### config.mk
export PLATFORM = sky130hd
export DESIGN_NAME = uvs_scale
export DESIGN_NICKNAME = d
export VERILOG_FILES = /design/src/rtl/uvs_pkg.sv /design/src/rtl/uvs_scale.sv
export SDC_FILE = /design/constraint.sdc
export NUM_CORES = 1
export LEC_CHECK = 0
export ABC_AREA = 1
export BUFFER_PORTS_ARGS = -buffer_cell sky130_fd_sc_hd__buf_2
export CORE_MARGIN = 2
export CORE_UTILIZATION = 32
export DETAILED_ROUTE_END_ITERATION = 6
export GPL_TIMING_DRIVEN = 0
export PLACE_DENSITY_LB_ADDON = 0.12
export SLEW_MARGIN = 20
export SYNTH_ARGS = -nofsm -noshare
export SYNTH_HDL_FRONTEND = slang
export SYNTH_SLANG_ARGS = --single-unit
### constraint.sdc
create_clock -name clk -period 5.8 [get_ports clk]
set_input_delay 0.29 -clock clk [delete_from_list [all_inputs] [get_ports clk]]
set_output_delay 0.29 -clock clk [all_outputs]
set_load 0.05 [all_outputs]
### src/rtl/uvs_pkg.sv
// Shared constants, types and tables for the UV sphere vertex and index generator.
package uvs_pkg;

	localparam int MAX_SEGS       = 128;
	localparam int CORDIC_ITERS   = 16;

	// long division of {value, 31 zero bits} by n, one quotient bit per step
	localparam int DIV_BITS       = 40;
	localparam int DIV_PER_STAGE  = 8;
	localparam int DIV_STAGES     = DIV_BITS / DIV_PER_STAGE;

	localparam int CORD_PER_STAGE = 2;
	localparam int CORD_STAGES    = (CORDIC_ITERS + CORD_PER_STAGE - 1) / CORD_PER_STAGE;
	// reduction stage + iteration stages + quadrant rotation stage
	localparam int CORD_LAT       = CORD_STAGES + 2;
	localparam int MUL_LAT        = 2;
	localparam int SCALE_LAT      = 2;

	// input register + datapath; sideband tap SB_DEPTH-1 lines up with the scaled positions
	localparam int SB_DEPTH       = 1 + DIV_STAGES + CORD_LAT + MUL_LAT + SCALE_LAT;
	localparam int LAT            = SB_DEPTH + 1;

	localparam logic signed [32:0] GAIN_Q30  = 33'sd652032874;
	localparam logic signed [19:0] POS_LIMIT = 20'sd65535;

	localparam logic REG_RADIUS = 1'b0;
	localparam logic REG_SEGS   = 1'b1;

	typedef struct packed {
		logic        oor;
		logic        quad;
		logic [15:0] lo;
		logic [15:0] hi;
	} sideband_t;

	// arctangent of 2^-k as a binary angle (2^32 per turn)
	function automatic logic signed [31:0] atan_bam(input int k);
		logic signed [31:0] v;
		case (k)
			0:  v = 32'sd536870912;
			1:  v = 32'sd316933406;
			2:  v = 32'sd167458907;
			3:  v = 32'sd85004756;
			4:  v = 32'sd42667331;
			5:  v = 32'sd21354465;
			6:  v = 32'sd10679838;
			7:  v = 32'sd5340245;
			8:  v = 32'sd2670163;
			9:  v = 32'sd1335087;
			10: v = 32'sd667544;
			11: v = 32'sd333772;
			12: v = 32'sd166886;
			13: v = 32'sd83443;
			14: v = 32'sd41722;
			15: v = 32'sd20861;
			16: v = 32'sd10430;
			17: v = 32'sd5215;
			18: v = 32'sd2608;
			19: v = 32'sd1304;
			20: v = 32'sd652;
			21: v = 32'sd326;
			22: v = 32'sd163;
			23: v = 32'sd81;
			default: v = 32'sd0;
		endcase
		return v;
	endfunction

endpackage

### src/rtl/uvs_scale.sv
// Radius scaling of one Q2.30 factor to a saturated Q8.8 coordinate, two stages.
module uvs_scale (
	input  logic               clk,
	input  logic [15:0]        radius,
	input  logic signed [32:0] v,
	output logic signed [16:0] pos
);

	logic signed [49:0] p_s1;
	logic signed [49:0] r;
	logic signed [16:0] pos_s2;

	always_ff @(posedge clk) begin
		p_s1 <= 50'($signed({1'b0, radius}) * v);
	end

	assign r = (p_s1 + 50'sd536870912) >>> 30;

	always_ff @(posedge clk) begin
		if (r > 50'(uvs_pkg::POS_LIMIT))
			pos_s2 <= 17'(uvs_pkg::POS_LIMIT);
		else if (r < -50'(uvs_pkg::POS_LIMIT))
			pos_s2 <= 17'(-uvs_pkg::POS_LIMIT);
		else
			pos_s2 <= 17'(r);
	end

	assign pos = pos_s2;

endmodule

# --- After elaboration in Yosys (flattened, before gate mapping) ---
# Index checks and enable logic that the tools add are counted.
totals:
  elab_cells: 9
  input_bits: 50
  reg_bits: 67
classes:
  add_sub_neg: 1
  n_reduce_logical: 1
  n_lt_le_gt_ge: 2
  n_mul: 1
  muxes: 1
ops:
  columns: ["op", "n"]
  rows:
  - ["$add 50x31->50 const B", 1]
  - ["$mul 17x33->50", 1]
  - ["$gt 20x17->1 const B", 1]
  - ["$lt 20x17->1 const B", 1]
  - ["$mux 17", 1]
  - ["$reduce_or 2->1", 1]

# --- Logic depth before layout (Yosys ltp) ---
depth:
  ltp_word: 3
  mapped_depth: 31
  depth_no_buf: 29

# --- Worst setup path before layout ---
# No wires, ideal clock.
synth_path:
  path_type: "input to register"
  start: "input port v[32]"
  end: "register p_s1[48]"
  arrival_time_ps: 5557
  setup_time_ps: 113
  t_required_ps: 5687
  setup_slack_ps: 130
  stages: 20
  path_cell_list: "clkbuf_1 > clkbuf_1 > nand2_1 > inv_1 > fa_1 > fa_1 > fa_1 > inv_1 > fa_1 > fa_1 > fa_1 > inv_1 > ha_1 > inv_1 > nor3_1 > nand3_1 > nor3_1 > nand3_1 > nand4_1 > nand2_1"
synth_between:
  elab_chain_cells: 1
synth_rtl:
  columns: ["element", "line_no", "source"]
  rows:
  - ["from (decl)", "uvs_scale.sv:5", "input logic signed [32:0] v,"]
  - ["$mul 17x33->50", "uvs_scale.sv:14", "p_s1 <= 50'($signed({1'b0, radius}) * v);"]
  - ["to (signal assigned)", "uvs_scale.sv:14", null]
  - ["to (decl)", "uvs_scale.sv:9", "logic signed [49:0] p_s1;"]
# Every way passes these cells.
# A chain may end at the register's enable or synchronous reset.

# --- Final worst setup path ---
layout_path:
  start: "input port radius[4]"
  end: "register p_s1[48]"
layout_between:
  elab_chain_cells: 1
layout_rtl:
  columns: ["element", "line_no", "source"]
  rows:
  - ["from (decl)", "uvs_scale.sv:4", "input logic [15:0] radius,"]
  - ["$mul 17x33->50", "uvs_scale.sv:14", null]
# Every way passes these cells.

==> results_dict.tcl <==
set metrics [dict create \
    status "completed" \
    crit_start "radius[4]" \
    synth_commonest_cells "inv_1 (865), nand2_1 (767), fa_1 (501)" \
    synth_area_per_cell_sq_um 7.48 \
    wirelength_um 70300 \
    fin_cells 3666 \
    r2r_start "p_s1[29]" \
    remaining_drc_errors 0 \
    grt_antenna_before_repair 4 \
    finalSetupViolCount 0 \
    insertion_delay_ps 280 \
    die-width_um 259 \
    tns_ps 0 \
    cp-end-kind "register" \
    vias_per_cell 4.59 \
    hold_path.class "register to register" \
    fin_nets 3478 \
    crit_path_end "p_s1[48]" \
    synthMuxAreaShare 0 \
    worst-r2r-cell-count 14 \
    fin_skew_ps 7.37 \
    wire_per_inst_um 19.2 \
    yosys_most_used_dff "dfxtp_1" \
    die_h_um 259 \
    coreArea_sq_mm 0.0643 \
    synthSimpleGateAreaFrac 0.185 \
    ctsHtreeMaxLevel 2 \
    grt_pass1_vias 18842 \
    synthAdderAreaFrac 0.553 \
    hold_buffers 0 \
    relSlewSlack 0.352 \
    clkTransAtPathRegs_ps 60 \
    rsz0062_at_grt "yes" \
    startpoint_type "input pin" \
    synth.cell_area_sq_mm 0.0208 \
    synth_fp_nets 3449 \
    synthArstFlopShare 0 \
    grt_usage 0.221 \
    root_buffer "clkbuf_16" \
    placed_cell_area_sq_mm 0.0220 \
    synth_edf_count 0 \
    place_inst 3656 \
    cts_buffers 5 \
    finalCritPeriodShare 0.962 \
    cts_tree "built" \
    ioPinCount 67 \
    postSynthCellCount 2780 \
    start_util 0.323 \
    place_congestion 0.894 \
    ant_nets 0 \
    rrSetupSlack_ps 3290 \
    rows 93 \
    cts.path.max_buffers 2 \
    grt_overflow 0 \
    hold_depth 2 \
    synthXorXnorAreaFrac 0.0109 \
    port_buffers 21 \
    critPathKind "input pin to register" \
    grt_first_pass_wirelength_um 111000 \
    place_hpwl_um 60300 \
    maxCapViolCount 0 \
    fin_area_sq_mm 0.0226 \
    synth_compound_area_frac 0.0339 \
    ys_types 34 \
    yosysTopAreaCell "fa_1" \
    synthToLayoutAreaGrowth_pct 8.83 \
    drtPass1Iterations 5 \
    max_freq_mhz 179 \
    dr.first_iter.drc_count 973 \
    critPathRequiredTime_ps 5970 \
    dieArea_sq_mm 0.0671 \
    drv_slew 0 \
    worst_slew_pin_slew_ps 972 \
    via_count 16834 \
    synth_most_common_cell "inv_1" \
    drive_above_1_share 0.0687 \
    min_period_ps 5580 \
    grt_max_degree 15 \
    worstPathMaxFanout 10 \
    yosysWarnings 0 \
    synth_top_family_by_area "adder cells" \
    synth_area_leaders "fa_1 (48%), inv_1 (16%), nand2_1 (14%)" \
    ys_seq_elements 38 \
    worst_r2r_endpoint "pos[15]" \
    critPathArrivalTime_ps 5750 \
    cts_sinks 38 \
    ys_seq_area_frac 0.0366 \
    finalHoldViolations 0 \
    netlist.area_leader.share 0.482 \
]
## timing repair
| item | 4_1_cts | 5_1_grt |
|---|---|---|
| setup buffers | 2 | 1 |
| endpoints found under the setup margin | 21 | 21 |
| pin swaps | 1 | 1 |
| resized for setup | 136 | 187 |
## placed cells by master, fill, tap and decap left out, types with 11 or more instances in the layout
| cell | n |
|---|---|
| fa_1 | 497 |
| clkbuf_4 | 22 |
| nor2_1 | 102 |
| buf_2 | 28 |
| a21oi_1 | 59 |
| nand4_1 | 16 |
| clkbuf_2 | 45 |
| buf_4 | 22 |
| nand2_1 | 767 |
| ha_1 | 112 |
| xor2_1 | 17 |
| o21bai_1 | 15 |
| o21ai_0 | 31 |
| nor3_1 | 11 |
| nand3_1 | 46 |
| buf_6 | 18 |
| inv_1 | 865 |
| dfxtp_1 | 38 |
## cell families (layout without fill, tap and decap cells)
kind of cell / after synthesis / in the layout
AND/OR/NAND/NOR: 973 / 973
XOR/XNOR: 26 / 26
other: 0 / 1
AO/OA/AOI/OAI: 127 / 127
adder cells (fa/ha/maj): 619 / 619
buffers and inverters: 997 / 1027
flip-flops: 38 / 38
## layout make-up
type                    instances  area, sq um
flip-flops and latches         38          761
well taps                     855         1070
plain buffers                 127          900
multi-input cells            1745        16400
fillers                      6973        41700
clock inverters                 2         12.5
clock buffers                   6          139
inverters                     868         3260
diodes                          1         2.50
repair buffers                 24          128
## how the worst min path moves through the flow
stage / from / end / slack, ps
after floorplan: p_s1[49] / pos[16] / 500
after global placement: p_s1[49] / pos[16] / 540
after detailed placement: p_s1[49] / pos[16] / 550
after CTS: p_s1[49] / pos[16] / 560
after global routing: p_s1[49] / pos[16] / 590
final: p_s1[49] / pos[16] / 560
## per-stage QoR
| stage | hold WS, ps | setup slack, ps | utilization |
|---|---|---|---|
| 2_1_floorplan | 499 | 130 | - |
| 3_3_place_gp | 545 | -1790 | 0.342 |
| 3_5_place_dp | 546 | -1270 | 0.342 |
| 4_1_cts | 560 | 0.698 | 0.348 |
| 5_1_grt | 590 | -49.2 | 0.352 |
| 6_report | 560 | 218 | 0.352 |
## sequential cells by signal, summed over array words and instances, names as in the netlist
register  cells
pos          17
p_s1         21
## per-layer routing
metal  track usage  up-vias  wire length [um]
met5             0        -                 0
met4        0.0336        0              1270
met3        0.0146       67              3350
met2         0.386      438             33900
met1         0.305     8538             31800
li1              -     7791                 -
## worst max-delay path: stages
cell,delay [ps]
clkbuf_2,300
buf_6,230
nand2_1,100
fa_1,520
fa_1,530
fa_1,540
inv_1,60
fa_1,490
fa_1,500
inv_1,50
fa_1,580
inv_1,70
ha_2,390
inv_1,100
o21ai_1,190
a21oi_1,100
o21ai_0,180
inv_1,90
nor2_1,170
nor2_1,90
nand4_1,90
nand2_1,80
Power is left out: the tool's default activity adds up to more than one toggle a clock period on the data nets, which glitch-free logic cannot reach.
