## src/rtl/uvs_pkg.sv

```systemverilog
// Shared constants, types and tables for the UV sphere vertex and index generator.
package uvs_pkg;

	localparam int MAX_SEGS       = 128;
	localparam int CORDIC_ITERS   = 16;

	// long division of {value, 31 zero bits} by n, one quotient bit per step
	localparam int DIV_BITS       = 40;
	localparam int DIV_PER_STAGE  = 8;
	localparam int DIV_STAGES     = DIV_BITS / DIV_PER_STAGE;

	localparam int CORD_PER_STAGE = 2;
	localparam int CORD_STAGES    = (CORDIC_ITERS + CORD_PER_STAGE - 1) / CORD_PER_STAGE;
	// reduction stage + iteration stages + quadrant rotation stage
	localparam int CORD_LAT       = CORD_STAGES + 2;
	localparam int MUL_LAT        = 2;
	localparam int SCALE_LAT      = 2;

	// input register + datapath; sideband tap SB_DEPTH-1 lines up with the scaled positions
	localparam int SB_DEPTH       = 1 + DIV_STAGES + CORD_LAT + MUL_LAT + SCALE_LAT;
	localparam int LAT            = SB_DEPTH + 1;

	localparam logic signed [32:0] GAIN_Q30  = 33'sd652032874;
	localparam logic signed [19:0] POS_LIMIT = 20'sd65535;

	localparam logic REG_RADIUS = 1'b0;
	localparam logic REG_SEGS   = 1'b1;

	typedef struct packed {
		logic        oor;
		logic        quad;
		logic [15:0] lo;
		logic [15:0] hi;
	} sideband_t;

	// arctangent of 2^-k as a binary angle (2^32 per turn)
	function automatic logic signed [31:0] atan_bam(input int k);
		logic signed [31:0] v;
		case (k)
			0:  v = 32'sd536870912;
			1:  v = 32'sd316933406;
			2:  v = 32'sd167458907;
			3:  v = 32'sd85004756;
			4:  v = 32'sd42667331;
			5:  v = 32'sd21354465;
			6:  v = 32'sd10679838;
			7:  v = 32'sd5340245;
			8:  v = 32'sd2670163;
			9:  v = 32'sd1335087;
			10: v = 32'sd667544;
			11: v = 32'sd333772;
			12: v = 32'sd166886;
			13: v = 32'sd83443;
			14: v = 32'sd41722;
			15: v = 32'sd20861;
			16: v = 32'sd10430;
			17: v = 32'sd5215;
			18: v = 32'sd2608;
			19: v = 32'sd1304;
			20: v = 32'sd652;
			21: v = 32'sd326;
			22: v = 32'sd163;
			23: v = 32'sd81;
			default: v = 32'sd0;
		endcase
		return v;
	endfunction

endpackage

```

## src/rtl/uvs_div.sv

```systemverilog
// Pipelined restoring divider: floor(dividend * 2^31 / n), low 32 bits.
module uvs_div (
	input  logic        clk,
	input  logic [8:0]  dividend,
	input  logic [7:0]  n,
	output logic [31:0] quotient
);

	logic [7:0]                     rem_s [uvs_pkg::DIV_STAGES];
	logic [uvs_pkg::DIV_BITS-1:0]   w_s   [uvs_pkg::DIV_STAGES];

	for (genvar g = 0; g < uvs_pkg::DIV_STAGES; g++) begin : g_stage
		logic [7:0]                   rem_in, rem_nx;
		logic [uvs_pkg::DIV_BITS-1:0] w_in, w_nx;
		logic [8:0]                   r9;

		if (g == 0) begin : g_first
			assign rem_in = '0;
			assign w_in   = {dividend, {(uvs_pkg::DIV_BITS-9){1'b0}}};
		end else begin : g_next
			assign rem_in = rem_s[g-1];
			assign w_in   = w_s[g-1];
		end

		// dividend bits leave at the top, quotient bits enter at the bottom
		always_comb begin
			rem_nx = rem_in;
			w_nx   = w_in;
			r9     = '0;
			for (int k = 0; k < uvs_pkg::DIV_PER_STAGE; k++) begin
				r9   = {rem_nx, w_nx[uvs_pkg::DIV_BITS-1]};
				w_nx = {w_nx[uvs_pkg::DIV_BITS-2:0], 1'b0};
				if (r9 >= {1'b0, n}) begin
					rem_nx  = 8'(r9 - {1'b0, n});
					w_nx[0] = 1'b1;
				end else begin
					rem_nx = r9[7:0];
				end
			end
		end

		always_ff @(posedge clk) begin
			rem_s[g] <= rem_nx;
			w_s[g]   <= w_nx;
		end
	end

	assign quotient = w_s[uvs_pkg::DIV_STAGES-1][31:0];

endmodule

```

## config.mk

```make
export PLATFORM = sky130hd
export DESIGN_NAME = uvs_div
export DESIGN_NICKNAME = d
export VERILOG_FILES = /design/src/rtl/uvs_pkg.sv /design/src/rtl/uvs_div.sv
export SDC_FILE = /design/constraint.sdc
export NUM_CORES = 1
export LEC_CHECK = 0
export ABC_CLOCK_PERIOD_IN_PS = 33100
export BUFFER_PORTS_ARGS = -buffer_cell sky130_fd_sc_hd__buf_2
export CAP_MARGIN = 20
export CORE_MARGIN = 2
export CORE_UTILIZATION = 67
export CTS_BUF_LIST = sky130_fd_sc_hd__clkbuf_8
export DETAILED_ROUTE_END_ITERATION = 6
export GPL_TIMING_DRIVEN = 0
export PLACE_DENSITY = 0.85
export SLEW_MARGIN = 20
export SYNTH_ARGS = -nofsm -noshare
export SYNTH_HDL_FRONTEND = slang
export SYNTH_SLANG_ARGS = --single-unit
```

## constraint.sdc

```tcl
create_clock -name clk -period 33.1 [get_ports clk]
set_input_delay 9.93 -clock clk [delete_from_list [all_inputs] [get_ports clk]]
set_output_delay 9.93 -clock clk [all_outputs]
set_load 0.05 [all_outputs]
```

=== After elaboration in Yosys (flattened, before gate mapping) ===
Memories as Yosys holds them, arrays and structs flattened.
Cells that the tools add are included.

* Add/subtract/negate cells: 40
* Magnitude comparators: 40
* Muxes and demuxes: 80

{| class="wikitable"
|+ Operators with widths
! cell !! count
|-
| $ge 9x8->1 || 39
|-
| $mux 8 || 40
|-
| $sub 8x8->8 || 39
|-
| $mux 1 || 40
|-
| $ge 1x8->1 || 1
|-
| $sub 1x8->8 || 1
|}

* Flip-flop bits (word level): 0
* RAM bits: 240
* Input port bits: 18
* Output and inout bits: 32
* Memories: 2

{| class="wikitable"
|+ Memories
! name !! words !! bits a word !! rd ports !! clocked after memory_dff !! wr ports !! line !! source
|-
| w_s || 5 || 40 || 5 || 0 || 5 || uvs_div.sv:10 || <nowiki>logic [uvs_pkg::DIV_BITS-1:0] w_s [uvs_pkg::DIV_STAGES];</nowiki>
|-
| rem_s || 5 || 8 || 4 || 0 || 5 || uvs_div.sv:9 || <nowiki>logic [7:0] rem_s [uvs_pkg::DIV_STAGES];</nowiki>
|}

=== Logic depth before layout (Yosys ltp) ===
An unclocked memory read counts as a cell.

* Depth after elaboration: 17
* Gate-level depth with buffers: 96
* Gate-level depth less buffers: 88

=== Least setup slack after synthesis ===
OpenSTA, ideal clock, no wires.

* Path type: input-to-reg
* Start: input n[0]
* End: memory rem_s[3][2], in the netlist rem_s[0][26]
* Setup time: 123 ps
* Arrival: 27482 ps
* Slack: 5495 ps
* Stages: 86
* Cells stage by stage: buf_4 > buf_2 > inv_1 > clkbuf_1 > clkbuf_1 > buf_1 > clkbuf_1 > ha_1 > nand3_1 > o21ai_0 > o211ai_1 > nand2_1 > buf_2 > mux2_2 > ha_1 > a21oi_1 > o21ai_0 > a21oi_1 > [... 50 more ...] > o21ai_0 > a21oi_1 > nor3_1 > nand2_1 > a21oi_1 > a21oi_1 > a211o_1 > ha_1 > a21boi_0 > o21ai_0 > nand2b_1 > a21o_1 > a21o_1 > a41o_1 > a21o_1 > a2111oi_1 > o21ai_2 > mux2_1

{| class="wikitable"
|+ RTL lines
! what !! line !! source
|-
| start, declared || uvs_div.sv:5 || <nowiki>input logic [7:0] n,</nowiki>
|-
| end, declared || uvs_div.sv:9 ||
|}

==> results_dict.tcl <==
set metrics [dict create \
    status "finished, violations left" \
    violations "design-rule violations" \
    grt_overflow 0 \
    cts_tree "done" \
    relSlewSlack 0.3043 \
    worstPathRequired_ps 33460 \
    synthToLayoutAreaGrowth_pct 6.334 \
    detailed_place.area_sq_um 18980 \
    yosysWarningCount 0 \
    routed_wl_microns 50670 \
    final_cells 2740 \
    synth_top_area_cell "ha_1" \
    worstPathMaxFanout 17 \
    synth.area.top_cells "ha_1, dfxtp_1, mux2_2, xnor2_1, nor2_1" \
    numCtsBuffers 17 \
    dieHeight_microns 168.9 \
    synth_top_area_share 0.1972 \
    maxCapViolations 0 \
    drive_above_1_share 0.1146 \
    syn-instance-count 2314 \
    path_buf_inv 13 \
    h-tree-depth 4 \
    seq_area_frac_synth 0.1242 \
    avgSynthCellArea_sq_um 7.871 \
    cpMostUsedCell "o21ai_0" \
    gp_congestion 0.9509 \
    wl_per_cell_microns 18.49 \
    dr.pass1.iters 7 \
    grt_pass1_vias 17240 \
    slew_violations 0 \
    drt_iter0_drc 1383 \
    synthesis.nets 2631 \
    nets 2703 \
    clkSinkCount 113 \
    max_freq_mhz 31.23 \
    fin_skew_ps 18.40 \
    synth_cell_types 103 \
    final_cell_mix "ha_1, nor2_1, a21oi_1, o21ai_0, inv_1" \
    synth_top_flop_cell "dfxtp_1" \
    setup_viol 0 \
    clock-root-buffer "clkbuf_8" \
    finalSetupTns_ps 0 \
    grt_usage 0.3465 \
    final_area_sq_um 19370 \
    core_area_sq_um 26800 \
    async_reset_ff_frac 0 \
    grt_setup_unrepaired "no" \
    grt_pass1_wl_microns 81480 \
    grt_max_degree 48 \
    dpl.cell_count 2708 \
    antenna_cells 0 \
    clk_latency_ps 470 \
    cp.arrival_ps 32370 \
    antenna_found_initial 1 \
    max_stage_delay_ps 680 \
    fillCellCount 2123 \
    num_rows 60 \
    synth_edf_count 0 \
    cp_top_family "compound AO/OA/AOI/OAI gates" \
    cp-start-kind "input pin" \
    cpMaxStageDelayCell "clkbuf_1" \
    final_common_cell "ha_1" \
    ant_nets 0 \
    hpwl_microns 37790 \
    port_buffers 49 \
    tightest_slew_ps 1044 \
    end_kind "flip-flop" \
    period_share 0.9673 \
    viasPerCell 6.580 \
    hold_violations 0 \
    cts_hold_buffers 0 \
    ys_seq_elements 113 \
    initial_core_util 0.6796 \
    min_period_ps 32020 \
    die-area_sq_um 28520 \
    post-cts-setup-buffer-count 0 \
    drc 14 \
    die_x_microns 168.9 \
    cts_buffer_depth 2 \
    dr_total_vias 18030 \
    synth_area_sq_um 18210 \
    critical_path_class "in -> reg" \
    io_pins 50 \
    clk_pin_slew_worst_paths_ps 80 \
    hold_class "reg -> reg" \
]
## timing repair
| action | 4_1_cts | 5_1_grt |
|---|---|---|
| gates resized for setup | 0 | 2 |
| endpoints found under the hold margin | 0 | 0 |
| setup endpoints to repair | 0 | 14 |
## cells by family (layout without fill, tap and decap cells)
family | count (synthesis) | in the layout | synth area share
adders and majority gates | 299 | 299 | 0.2104
buffers and inverters | 191 | 276 | 0.04129
DFF | 113 | 113 | 0.1242
and+or+nand+nor | 704 | 704 | 0.1950
AOI/OAI and AO/OA | 685 | 685 | 0.2550
xor gates and xnor gates | 173 | 173 | 0.08320
muxes | 149 | 149 | 0.09096
## layout make-up
type                            count  area, sq um  share of cell area
Timing Repair Buffer               53        332.8             0.01719
Multi-Input combinational cell   2010        15200              0.7850
Inverter                          154        585.6             0.03024
Clock buffer                       17        234.0             0.01208
Clock inverter                     15        145.1            0.007494
Sequential cell                   113         2262              0.1168
Buffer                             37        176.4            0.009110
Tap cell                          341        426.7             0.02203
## Yosys cell counts (8+ instances only)
| cell type | instances |
|---|---|
| mux2_2 | 99 |
| a21boi_0 | 20 |
| inv_1 | 144 |
| and3_1 | 27 |
| nand3_1 | 31 |
| clkbuf_1 | 19 |
| dfxtp_1 | 113 |
| nand2_1 | 134 |
| a31oi_1 | 19 |
| xnor2_1 | 108 |
| a21o_1 | 64 |
| a211oi_1 | 15 |
| o21ai_0 | 153 |
| nand2b_1 | 47 |
| o21bai_1 | 17 |
| nand4_1 | 21 |
| nor2b_1 | 57 |
| nor3_1 | 58 |
| nor2_1 | 216 |
| fa_1 | 12 |
| and2_1 | 24 |
| nor3b_1 | 9 |
| or3_1 | 13 |
| and4_1 | 11 |
| a211o_1 | 8 |
| ha_1 | 287 |
| or2_2 | 16 |
| o21a_1 | 63 |
| nand3b_1 | 9 |
| a221o_1 | 22 |
| a221oi_1 | 9 |
| a21oi_1 | 161 |
| mux2i_1 | 44 |
| xor2_1 | 65 |
| o211ai_1 | 17 |
| o31ai_1 | 9 |
## stage by stage
| stage | hold slack, ps | utilization | setup slack, ps |
|---|---|---|---|
| after floorplan | 309.6 | - | 5495 |
| after global placement | 309.8 | 0.7046 | 879.0 |
| after detailed placement | 312.1 | 0.7082 | 1114 |
| after CTS | 321.1 | 0.7224 | 1535 |
| after global routing | 327.5 | 0.7226 | 7.248 |
| final | 321.6 | 0.7226 | 1082 |
## layer usage
| layer | global-route usage | vias to the layer above | share of wire |
|---|---|---|---|
| met4 | 0.1769 | 2 | 0.047 |
| met1 | 0.4089 | 8417 | 0.41 |
| met3 | 0.05214 | 204 | 0.067 |
| met5 | 0 | - | 0.00026 |
| li1 | - | 8678 | - |
| met2 | 0.6098 | 727 | 0.47 |
## registers in the layout (all words and copies together) (netlist names)
register,flops
rem_s,32
w_s,81
## final timing paths
kind	end	cells after the start	start	slack [ps]
max	rem_s[0][26]	88	n[0]	1080
max reg2reg	rem_s[0][19]	85	rem_s[0][13]	13280
min reg2reg	w_s[0][131]	0	w_s[0][83]	320
min	w_s[0][131]	0	w_s[0][83]	320
Power is not shown: default switching activity piles up to over one toggle a cycle in this logic, so the estimate is an artifact.
