### config.mk
export PLATFORM = sky130hd
export DESIGN_NAME = uvs_cordic
export DESIGN_NICKNAME = d
export VERILOG_FILES = /design/src/rtl/uvs_pkg.sv /design/src/rtl/uvs_cordic.sv
export SDC_FILE = /design/constraint.sdc
export NUM_CORES = 2
export LEC_CHECK = 0
export BUFFER_PORTS_ARGS = -buffer_cell sky130_fd_sc_hd__buf_2
export CAP_MARGIN = 20
export CORE_UTILIZATION = 65
export CTS_BUF_LIST = sky130_fd_sc_hd__clkbuf_4
export CTS_CLUSTER_DIAMETER = 30
export DETAILED_ROUTE_END_ITERATION = 8
export HOLD_SLACK_MARGIN = 0.02
export PLACE_DENSITY = 0.9
export SYNTH_ARGS = -nofsm -noshare
export SYNTH_HDL_FRONTEND = slang
export SYNTH_SLANG_ARGS = --single-unit
### constraint.sdc
create_clock -name clk -period 9.65 [get_ports clk]
set_clock_uncertainty 0.15 [all_clocks]
set_input_delay 0.4825 -clock clk [delete_from_list [all_inputs] [get_ports clk]]
set_output_delay 0.4825 -clock clk [all_outputs]
set_load 0.005 [all_outputs]
### src/rtl/uvs_pkg.sv
// Shared constants, types and tables for the UV sphere vertex and index generator.
package uvs_pkg;

	localparam int MAX_SEGS       = 128;
	localparam int CORDIC_ITERS   = 16;

	// long division of {value, 31 zero bits} by n, one quotient bit per step
	localparam int DIV_BITS       = 40;
	localparam int DIV_PER_STAGE  = 8;
	localparam int DIV_STAGES     = DIV_BITS / DIV_PER_STAGE;

	localparam int CORD_PER_STAGE = 2;
	localparam int CORD_STAGES    = (CORDIC_ITERS + CORD_PER_STAGE - 1) / CORD_PER_STAGE;
	// reduction stage + iteration stages + quadrant rotation stage
	localparam int CORD_LAT       = CORD_STAGES + 2;
	localparam int MUL_LAT        = 2;
	localparam int SCALE_LAT      = 2;

	// input register + datapath; sideband tap SB_DEPTH-1 lines up with the scaled positions
	localparam int SB_DEPTH       = 1 + DIV_STAGES + CORD_LAT + MUL_LAT + SCALE_LAT;
	localparam int LAT            = SB_DEPTH + 1;

	localparam logic signed [32:0] GAIN_Q30  = 33'sd652032874;
	localparam logic signed [19:0] POS_LIMIT = 20'sd65535;

	localparam logic REG_RADIUS = 1'b0;
	localparam logic REG_SEGS   = 1'b1;

	typedef struct packed {
		logic        oor;
		logic        quad;
		logic [15:0] lo;
		logic [15:0] hi;
	} sideband_t;

	// arctangent of 2^-k as a binary angle (2^32 per turn)
	function automatic logic signed [31:0] atan_bam(input int k);
		logic signed [31:0] v;
		case (k)
			0:  v = 32'sd536870912;
			1:  v = 32'sd316933406;
			2:  v = 32'sd167458907;
			3:  v = 32'sd85004756;
			4:  v = 32'sd42667331;
			5:  v = 32'sd21354465;
			6:  v = 32'sd10679838;
			7:  v = 32'sd5340245;
			8:  v = 32'sd2670163;
			9:  v = 32'sd1335087;
			10: v = 32'sd667544;
			11: v = 32'sd333772;
			12: v = 32'sd166886;
			13: v = 32'sd83443;
			14: v = 32'sd41722;
			15: v = 32'sd20861;
			16: v = 32'sd10430;
			17: v = 32'sd5215;
			18: v = 32'sd2608;
			19: v = 32'sd1304;
			20: v = 32'sd652;
			21: v = 32'sd326;
			22: v = 32'sd163;
			23: v = 32'sd81;
			default: v = 32'sd0;
		endcase
		return v;
	endfunction

endpackage

### src/rtl/uvs_cordic.sv
// Pipelined rotation-mode CORDIC with quadrant reduction: cosine and sine in Q2.30.
module uvs_cordic (
	input  logic               clk,
	input  logic [31:0]        angle,
	input  logic [1:0]         qofs,
	output logic signed [31:0] cos_val,
	output logic signed [31:0] sin_val
);

	logic [31:0]        biased;
	logic [1:0]         qa;
	logic [31:0]        rb;

	logic signed [32:0] x_s [uvs_pkg::CORD_STAGES+1];
	logic signed [32:0] y_s [uvs_pkg::CORD_STAGES+1];
	logic signed [31:0] z_s [uvs_pkg::CORD_STAGES+1];
	logic [1:0]         q_s [uvs_pkg::CORD_STAGES+1];
	logic signed [31:0] c_q, s_q;

	// quadrant by rounding to the nearest quarter turn; offset shifts whole quadrants
	assign biased = angle + 32'h2000_0000;
	assign qa     = biased[31:30];
	assign rb     = angle - {qa, 30'b0};

	always_ff @(posedge clk) begin
		x_s[0] <= uvs_pkg::GAIN_Q30;
		y_s[0] <= '0;
		z_s[0] <= signed'(rb);
		q_s[0] <= qa - qofs;
	end

	for (genvar g = 1; g <= uvs_pkg::CORD_STAGES; g++) begin : g_iter
		logic signed [32:0] x_nx, y_nx, dx, dy;
		logic signed [31:0] z_nx;

		always_comb begin
			x_nx = x_s[g-1];
			y_nx = y_s[g-1];
			z_nx = z_s[g-1];
			dx   = '0;
			dy   = '0;
			for (int m = 0; m < uvs_pkg::CORD_PER_STAGE; m++) begin
				if ((g-1)*uvs_pkg::CORD_PER_STAGE + m < uvs_pkg::CORDIC_ITERS) begin
					dx = y_nx >>> ((g-1)*uvs_pkg::CORD_PER_STAGE + m);
					dy = x_nx >>> ((g-1)*uvs_pkg::CORD_PER_STAGE + m);
					if (z_nx >= 0) begin
						x_nx = x_nx - dx;
						y_nx = y_nx + dy;
						z_nx = z_nx - uvs_pkg::atan_bam((g-1)*uvs_pkg::CORD_PER_STAGE + m);
					end else begin
						x_nx = x_nx + dx;
						y_nx = y_nx - dy;
						z_nx = z_nx + uvs_pkg::atan_bam((g-1)*uvs_pkg::CORD_PER_STAGE + m);
					end
				end
			end
		end

		always_ff @(posedge clk) begin
			x_s[g] <= x_nx;
			y_s[g] <= y_nx;
			z_s[g] <= z_nx;
			q_s[g] <= q_s[g-1];
		end
	end

	always_ff @(posedge clk) begin
		case (q_s[uvs_pkg::CORD_STAGES])
			2'd0: begin
				c_q <= 32'(x_s[uvs_pkg::CORD_STAGES]);
				s_q <= 32'(y_s[uvs_pkg::CORD_STAGES]);
			end
			2'd1: begin
				c_q <= 32'(-y_s[uvs_pkg::CORD_STAGES]);
				s_q <= 32'(x_s[uvs_pkg::CORD_STAGES]);
			end
			2'd2: begin
				c_q <= 32'(-x_s[uvs_pkg::CORD_STAGES]);
				s_q <= 32'(-y_s[uvs_pkg::CORD_STAGES]);
			end
			default: begin
				c_q <= 32'(y_s[uvs_pkg::CORD_STAGES]);
				s_q <= 32'(-x_s[uvs_pkg::CORD_STAGES]);
			end
		endcase
	end

	assign cos_val = c_q;
	assign sin_val = s_q;

endmodule

==> Word level (Yosys, flattened, before mapping) <==
Memory sizes are Yosys's and may differ from the RTL's.
Index checks and enable logic that the tools add are counted.
Widths: inputs -> output; s select.
{ "classes": {"n_reduce_logical": 1, "n_eq_ne": 2, "mux": 82, "magnitude_cmp": 16, "addsub": 100} }
{ "ops": {"columns": ["cell", "count"], "rows": [
  ["$mux 32", 48],
  ["$mux 33", 32],
  ["$sub 32x32->32", 17],
  ["$add 32x32->32", 16],
  ["$ge 32x1->1 const B", 16],
  ["$pmux 32 s3", 2],
  ["$add 33x18->33", 2],
  ["$add 33x19->33", 2],
  ["$add 33x20->33", 2],
  ["$add 33x21->33", 2],
  ["$add 33x22->33", 2],
  ["$add 33x23->33", 2],
  ["$add 33x24->33", 2],
  ["$add 33x25->33", 2],
  ["$add 33x26->33", 2],
  ["$add 33x27->33", 2],
  ["$add 33x28->33", 2],
  ["$add 33x29->33", 2],
  ["$add 33x30->33", 2],
  ["$add 33x31->33", 2],
  ["$add 33x32->33", 2],
  ["$sub 33x18->33", 2],
  ["$sub 33x19->33", 2],
  ["$sub 33x20->33", 2],
  ["20 further kinds", 34]
]} }
{ "word_totals": {"out_inout_bits": 64, "memories": 4, "word_cells": 207, "register_bits": 64, "ramBits": 900} }
{ "memory_table": {"columns": ["name", "words", "word_bits", "rd", "rd_ports_with_merged_regs", "wr", "line", "rtl"], "rows": [
  ["x_s", 9, 33, 9, 0, 9, "uvs_cordic.sv:14", "logic signed [32:0] x_s [uvs_pkg::CORD_STAGES+1];"],
  ["y_s", 9, 33, 9, 0, 9, "uvs_cordic.sv:15", "logic signed [32:0] y_s [uvs_pkg::CORD_STAGES+1];"],
  ["z_s", 9, 32, 8, 0, 9, "uvs_cordic.sv:16", "logic signed [31:0] z_s [uvs_pkg::CORD_STAGES+1];"],
  ["q_s", 9, 2, 9, 0, 9, "uvs_cordic.sv:17", "logic [1:0] q_s [uvs_pkg::CORD_STAGES+1];"]
]} }

==> Longest topological paths before layout <==
{ "logic_depth": {"word_depth": 8, "mapped_depth": 36, "ltp_nobuf": 36} }

==> Worst setup path before layout <==
OpenSTA, ideal clock, no wires.
{ "synth_path": {"path_kind": "flip-flop to flip-flop", "startpoint": "mem x_s[7][18] (netlist: x_s[0][249])", "endpoint": "mem x_s[8][31] (netlist: x_s[0][295])", "setup_slack_ns": 2.062, "setup_time_ns": 0.124, "arrival_time_ns": 7.315, "n_path_buf": 0, "stages_incl_launch_ff": 33, "path_cell_list": "dfxtp_1 -> or3_1 -> nor2_1 -> nand2_1 -> or2_2 -> or4_1 -> o31ai_1 -> o21ai_0 -> ha_1 -> a21o_1 -> a21o_1 -> a21o_1 -> a21o_1 -> a21oi_1 -> nor2b_1 -> o211ai_1 -> nand3_1 -> or4_1 -> nor3_1 -> nor2_1 -> xnor2_1 -> ha_1 -> a21o_1 -> a21o_1 -> a21oi_1 -> nor2_1 -> a221oi_1 -> a2111oi_0 -> o31ai_1 -> nand2b_1 -> a221o_1 -> xor2_1 -> xnor2_1"} }
{ "synth_lines": {"columns": ["item", "line"], "rows": [
  ["start, declared", "uvs_cordic.sv:14"]
]} }

==> flow_summary_export.csv <==
group,metric,value,unit
synth,synth_mux_area_frac,0.00939,
synth,async_reset_ff_frac,0,
die,die_height,383,µm
detailed_routing,drcViolationCount,8,
sta,slew_headroom,0.263,
global_routing,grt-ovfl-total,0,
cts,clockRootBuffer,"clkbuf_4",
cts,tritoncts,"done",
min_path,min-delay-start,"angle[21]",
synth,ys_warn_count,0,
synth,synth_top_area_share,0.182,
placed_design,place.gp.congestion,1.00,
sta,period_needed,8.86,ns
critical_path,regToRegSetupSlack,0.79,ns
synth,synth_nets,13400,
die,dieArea,146000,µm²
global_routing,grt_max_degree,103,
sta,fmax,113,MHz
global_routing,grt_pass1_wl,438000,µm
synth,yosys.area_share.simple,0.173,
die,start_util,0.655,
critical_path,cp_max_fo,6,
die,core_area,144000,µm²
synth,synthFlopType,"dfxtp_1",
synth,synth-compound-area-share,0.258,
detailed_routing,post_drt_wl_per_cell,19.2,µm
finish,seq_area,16200,µm²
die,io_pins,99,
min_path,holdCritPathClass,"in2reg",
critical_path,reg2reg_to,"y_s[0][197]",
global_routing,grt.total_usage,0.359,
detailed_routing,vias,91800,
cts,postCtsSetupBuffers,0,
synth,synth-xor-area-share,0.167,
status,outcome,"finished with violations",
finish,syn_to_final_growth,6.93,%
synth,synth_top_family_by_area,"compound AO/OA/AOI/OAI gates",
global_routing,grt_antenna_before_repair,10,
synth,ys_seq_area_frac,0.172,
sta,tightest_slew,1.09,ns
finish,design_area,101000,µm²
synth,synth_area,94200,µm²
synth,syn_inst,11900,
critical_path,endpoint_kind,"flop",
finish,fin_nets,13600,
detailed_routing,finalWirelength,274000,µm
detailed_routing,ant_nets,0,
critical_path,cpMostUsedCell,"or4_1",
run,cap_violations,0,
cts,numCtsBuffers,223,
finish,drive_gt1_frac,0.0564,
sta,maxSlewViolCount,0,
synth,synth-adder-area-share,0.191,
critical_path,critPathSlowestCell,"a2111oi_0",
critical_path,ff2ff_path_depth,26,
sta,setup_tns,0,ns
sta,fin_crit_sh,0.918,
critical_path,r2r-start,"y_s[0][150]",
sta,rsz0062_at_grt,"false",
critical_path,required,10.64,ns
critical_path,cpPeakStageDelay,0.86,ns
cts,clock_path_buffers,3,
detailed_routing,drtPass1Iterations,9,
finish,fillers,11400,
min_path,hold_path_depth,3,
sta,setup_viol,0,
finish,multiInputGateArea,75200,µm²
sta,hold_viol,0,
synth,yosysUniqueCellTypes,108,
detailed_routing,drtIter0Drc,7755,
min_path,min_to,"z_s[0][21]",
critical_path,worstSetupPathType,"reg2reg",
status,violations,"DRC",
cts,clk_latency,1.32,ns
cts,cts.sinks,811,
cts,htreeDepth,4,
placed_design,io_buffers,98,
synth,avgSynthCellArea,7.90,µm²
placed_design,postPlaceCellArea,96700,µm²
critical_path,cp.arrival,9.84,ns
detailed_routing,vias_per_cell,6.45,
global_routing,grt_pass1_vias,87800,
die,rows,139,
synth,synth_edf_count,0,
synth,yosysTopAreaCell,"ha_1",
placed_design,dp_hpwl,214000,µm
cts,clkSlewWorstSetupHoldPaths,0.20,ns
synth,synth_area_leaders,"ha_1 18%, dfxtp_1 17%, xnor2_1 11%, a21oi_1 5.9%, xor2_1 5.6%",
synth,ys_ff_latch,811,
die,die_w,383,µm
critical_path,start_kind,"flop",
[sequential cells by signal, indices dropped and copies added (netlist names)]
name and count:
cos_val 32, q_s 18, sin_val 32, x_s 237
y_s 237, z_s 255
[Yosys cell counts (all sizes together) (19+ instances only)]
| library cell | number |
|---|---|
| a2111oi | 32 |
| dfxtp | 811 |
| o211ai | 85 |
| mux2i | 49 |
| nor4 | 59 |
| buf | 22 |
| o31ai | 176 |
| and3 | 110 |
| o31a | 27 |
| a221oi | 30 |
| nand3b | 37 |
| a31oi | 130 |
| nor3 | 283 |
| nand2b | 225 |
| and4 | 19 |
| and2 | 81 |
| or2 | 59 |
| a221o | 21 |
| xor2 | 597 |
| o21bai | 160 |
| o41ai | 73 |
| mux2 | 31 |
| a21o | 532 |
| fa | 40 |
| inv | 524 |
| a211oi | 113 |
| o21a | 200 |
| nor2b | 169 |
| o2111ai | 26 |
| a21boi | 43 |
| nand3 | 232 |
| nand2 | 760 |
| a21oi | 1114 |
| or3 | 142 |
| ha | 1372 |
| a31o | 32 |
| a211o | 29 |
| xnor2 | 1194 |
| nand4 | 100 |
| o21ai | 764 |
| clkbuf | 185 |
| or4 | 71 |
| nor2 | 891 |
| a41oi | 24 |
[cells by family (layout without fill, tap and decap cells)]
| family | count (synthesis) | after routing |
|---|---|---|
| simple gates | 3305 | 3305 |
| buf+inv | 735 | 1141 |
| mux | 82 | 82 |
| xor+xnor | 1793 | 1793 |
| other cells | 0 | 13 |
| flops | 811 | 811 |
| fa+ha+maj | 1412 | 1412 |
| compound gates | 3776 | 3776 |
[placed cells by master, fill, tap and decap left out, types with 70 or more instances in the layout]
cell type,count
xnor2_1,1192
a21oi_1,1111
nor3_1,282
nand4_1,100
and2_1,77
o21a_1,199
a31oi_1,130
o21bai_1,160
buf_2,98
nor2_1,891
ha_1,1372
o211ai_1,85
xor2_1,597
a21o_1,530
o41ai_1,70
a211oi_1,113
dfxtp_1,804
and3_1,110
nand3_1,232
nand2b_1,225
nor2b_1,167
o21ai_0,748
clkbuf_4,285
nand2_1,759
o31ai_1,175
or3_1,142
inv_1,521
[critical path: cells and delay by family, from the launching register on]
kind                     cells  cell delay [ns]
AO/OA/AOI/OAI               11             3.64
AND/OR/NAND/NOR             10             3.47
XOR/XNOR                     3             0.41
adder cells (fa/ha/maj)      2             0.70
flip-flops                   1             0.34
[repair_timing]
item,in CTS,in global routing
setup endpoints to repair,0,0
endpoints found under the hold margin,34,0
gates resized for setup,0,0
hold buffers,68,0
[cell type report]
cell class | count | area share
multi-input combinational | 10400 | 0.747
sequential | 811 | 0.161
tap | 1903 | 0.0236
clock buffer | 285 | 0.0212
inverter | 528 | 0.0197
timing repair buffer | 218 | 0.0155
clock inverter | 110 | 0.0116
antenna | 13 | 0.000323
[through the flow]
stage,hold WS [ns],utilization,setup WS [ns],cells
after floorplan,0.160,-,2.06,11900
after global placement,0.160,0.673,0.983,13800
after detailed placement,0.162,0.673,1.00,13800
after CTS,0.0999,0.701,0.912,14200
after global routing,0.0773,0.701,0.135,14200
final,0.111,0.701,0.795,14200
[routing by layer]
| metal | GRT usage | wire length [µm] | vias up |
|---|---|---|---|
| met5 | 0 | 40 | - |
| met4 | 0.173 | 13400 | 6 |
| met3 | 0.0609 | 19400 | 961 |
| met2 | 0.620 | 129000 | 3755 |
| met1 | 0.427 | 112000 | 43000 |
| li1 | - | - | 44100 |
[how the worst max path moves through the flow]
| stage | from | to | slack, ns | cells after the start |
|---|---|---|---|---|
| after floorplan | x_s[0][249] | x_s[0][295] | 2.06 | 32 |
| after global placement | x_s[0][249] | x_s[0][295] | 0.98 | 32 |
| after detailed placement | y_s[0][150] | y_s[0][197] | 1.00 | 26 |
| after CTS | x_s[0][249] | x_s[0][295] | 0.91 | 32 |
| after global routing | x_s[0][249] | x_s[0][295] | 0.13 | 32 |
| final | y_s[0][150] | y_s[0][197] | 0.79 | 26 |
Power is not shown: default switching activity piles up to over one toggle a cycle in this logic, so the estimate is an artifact.
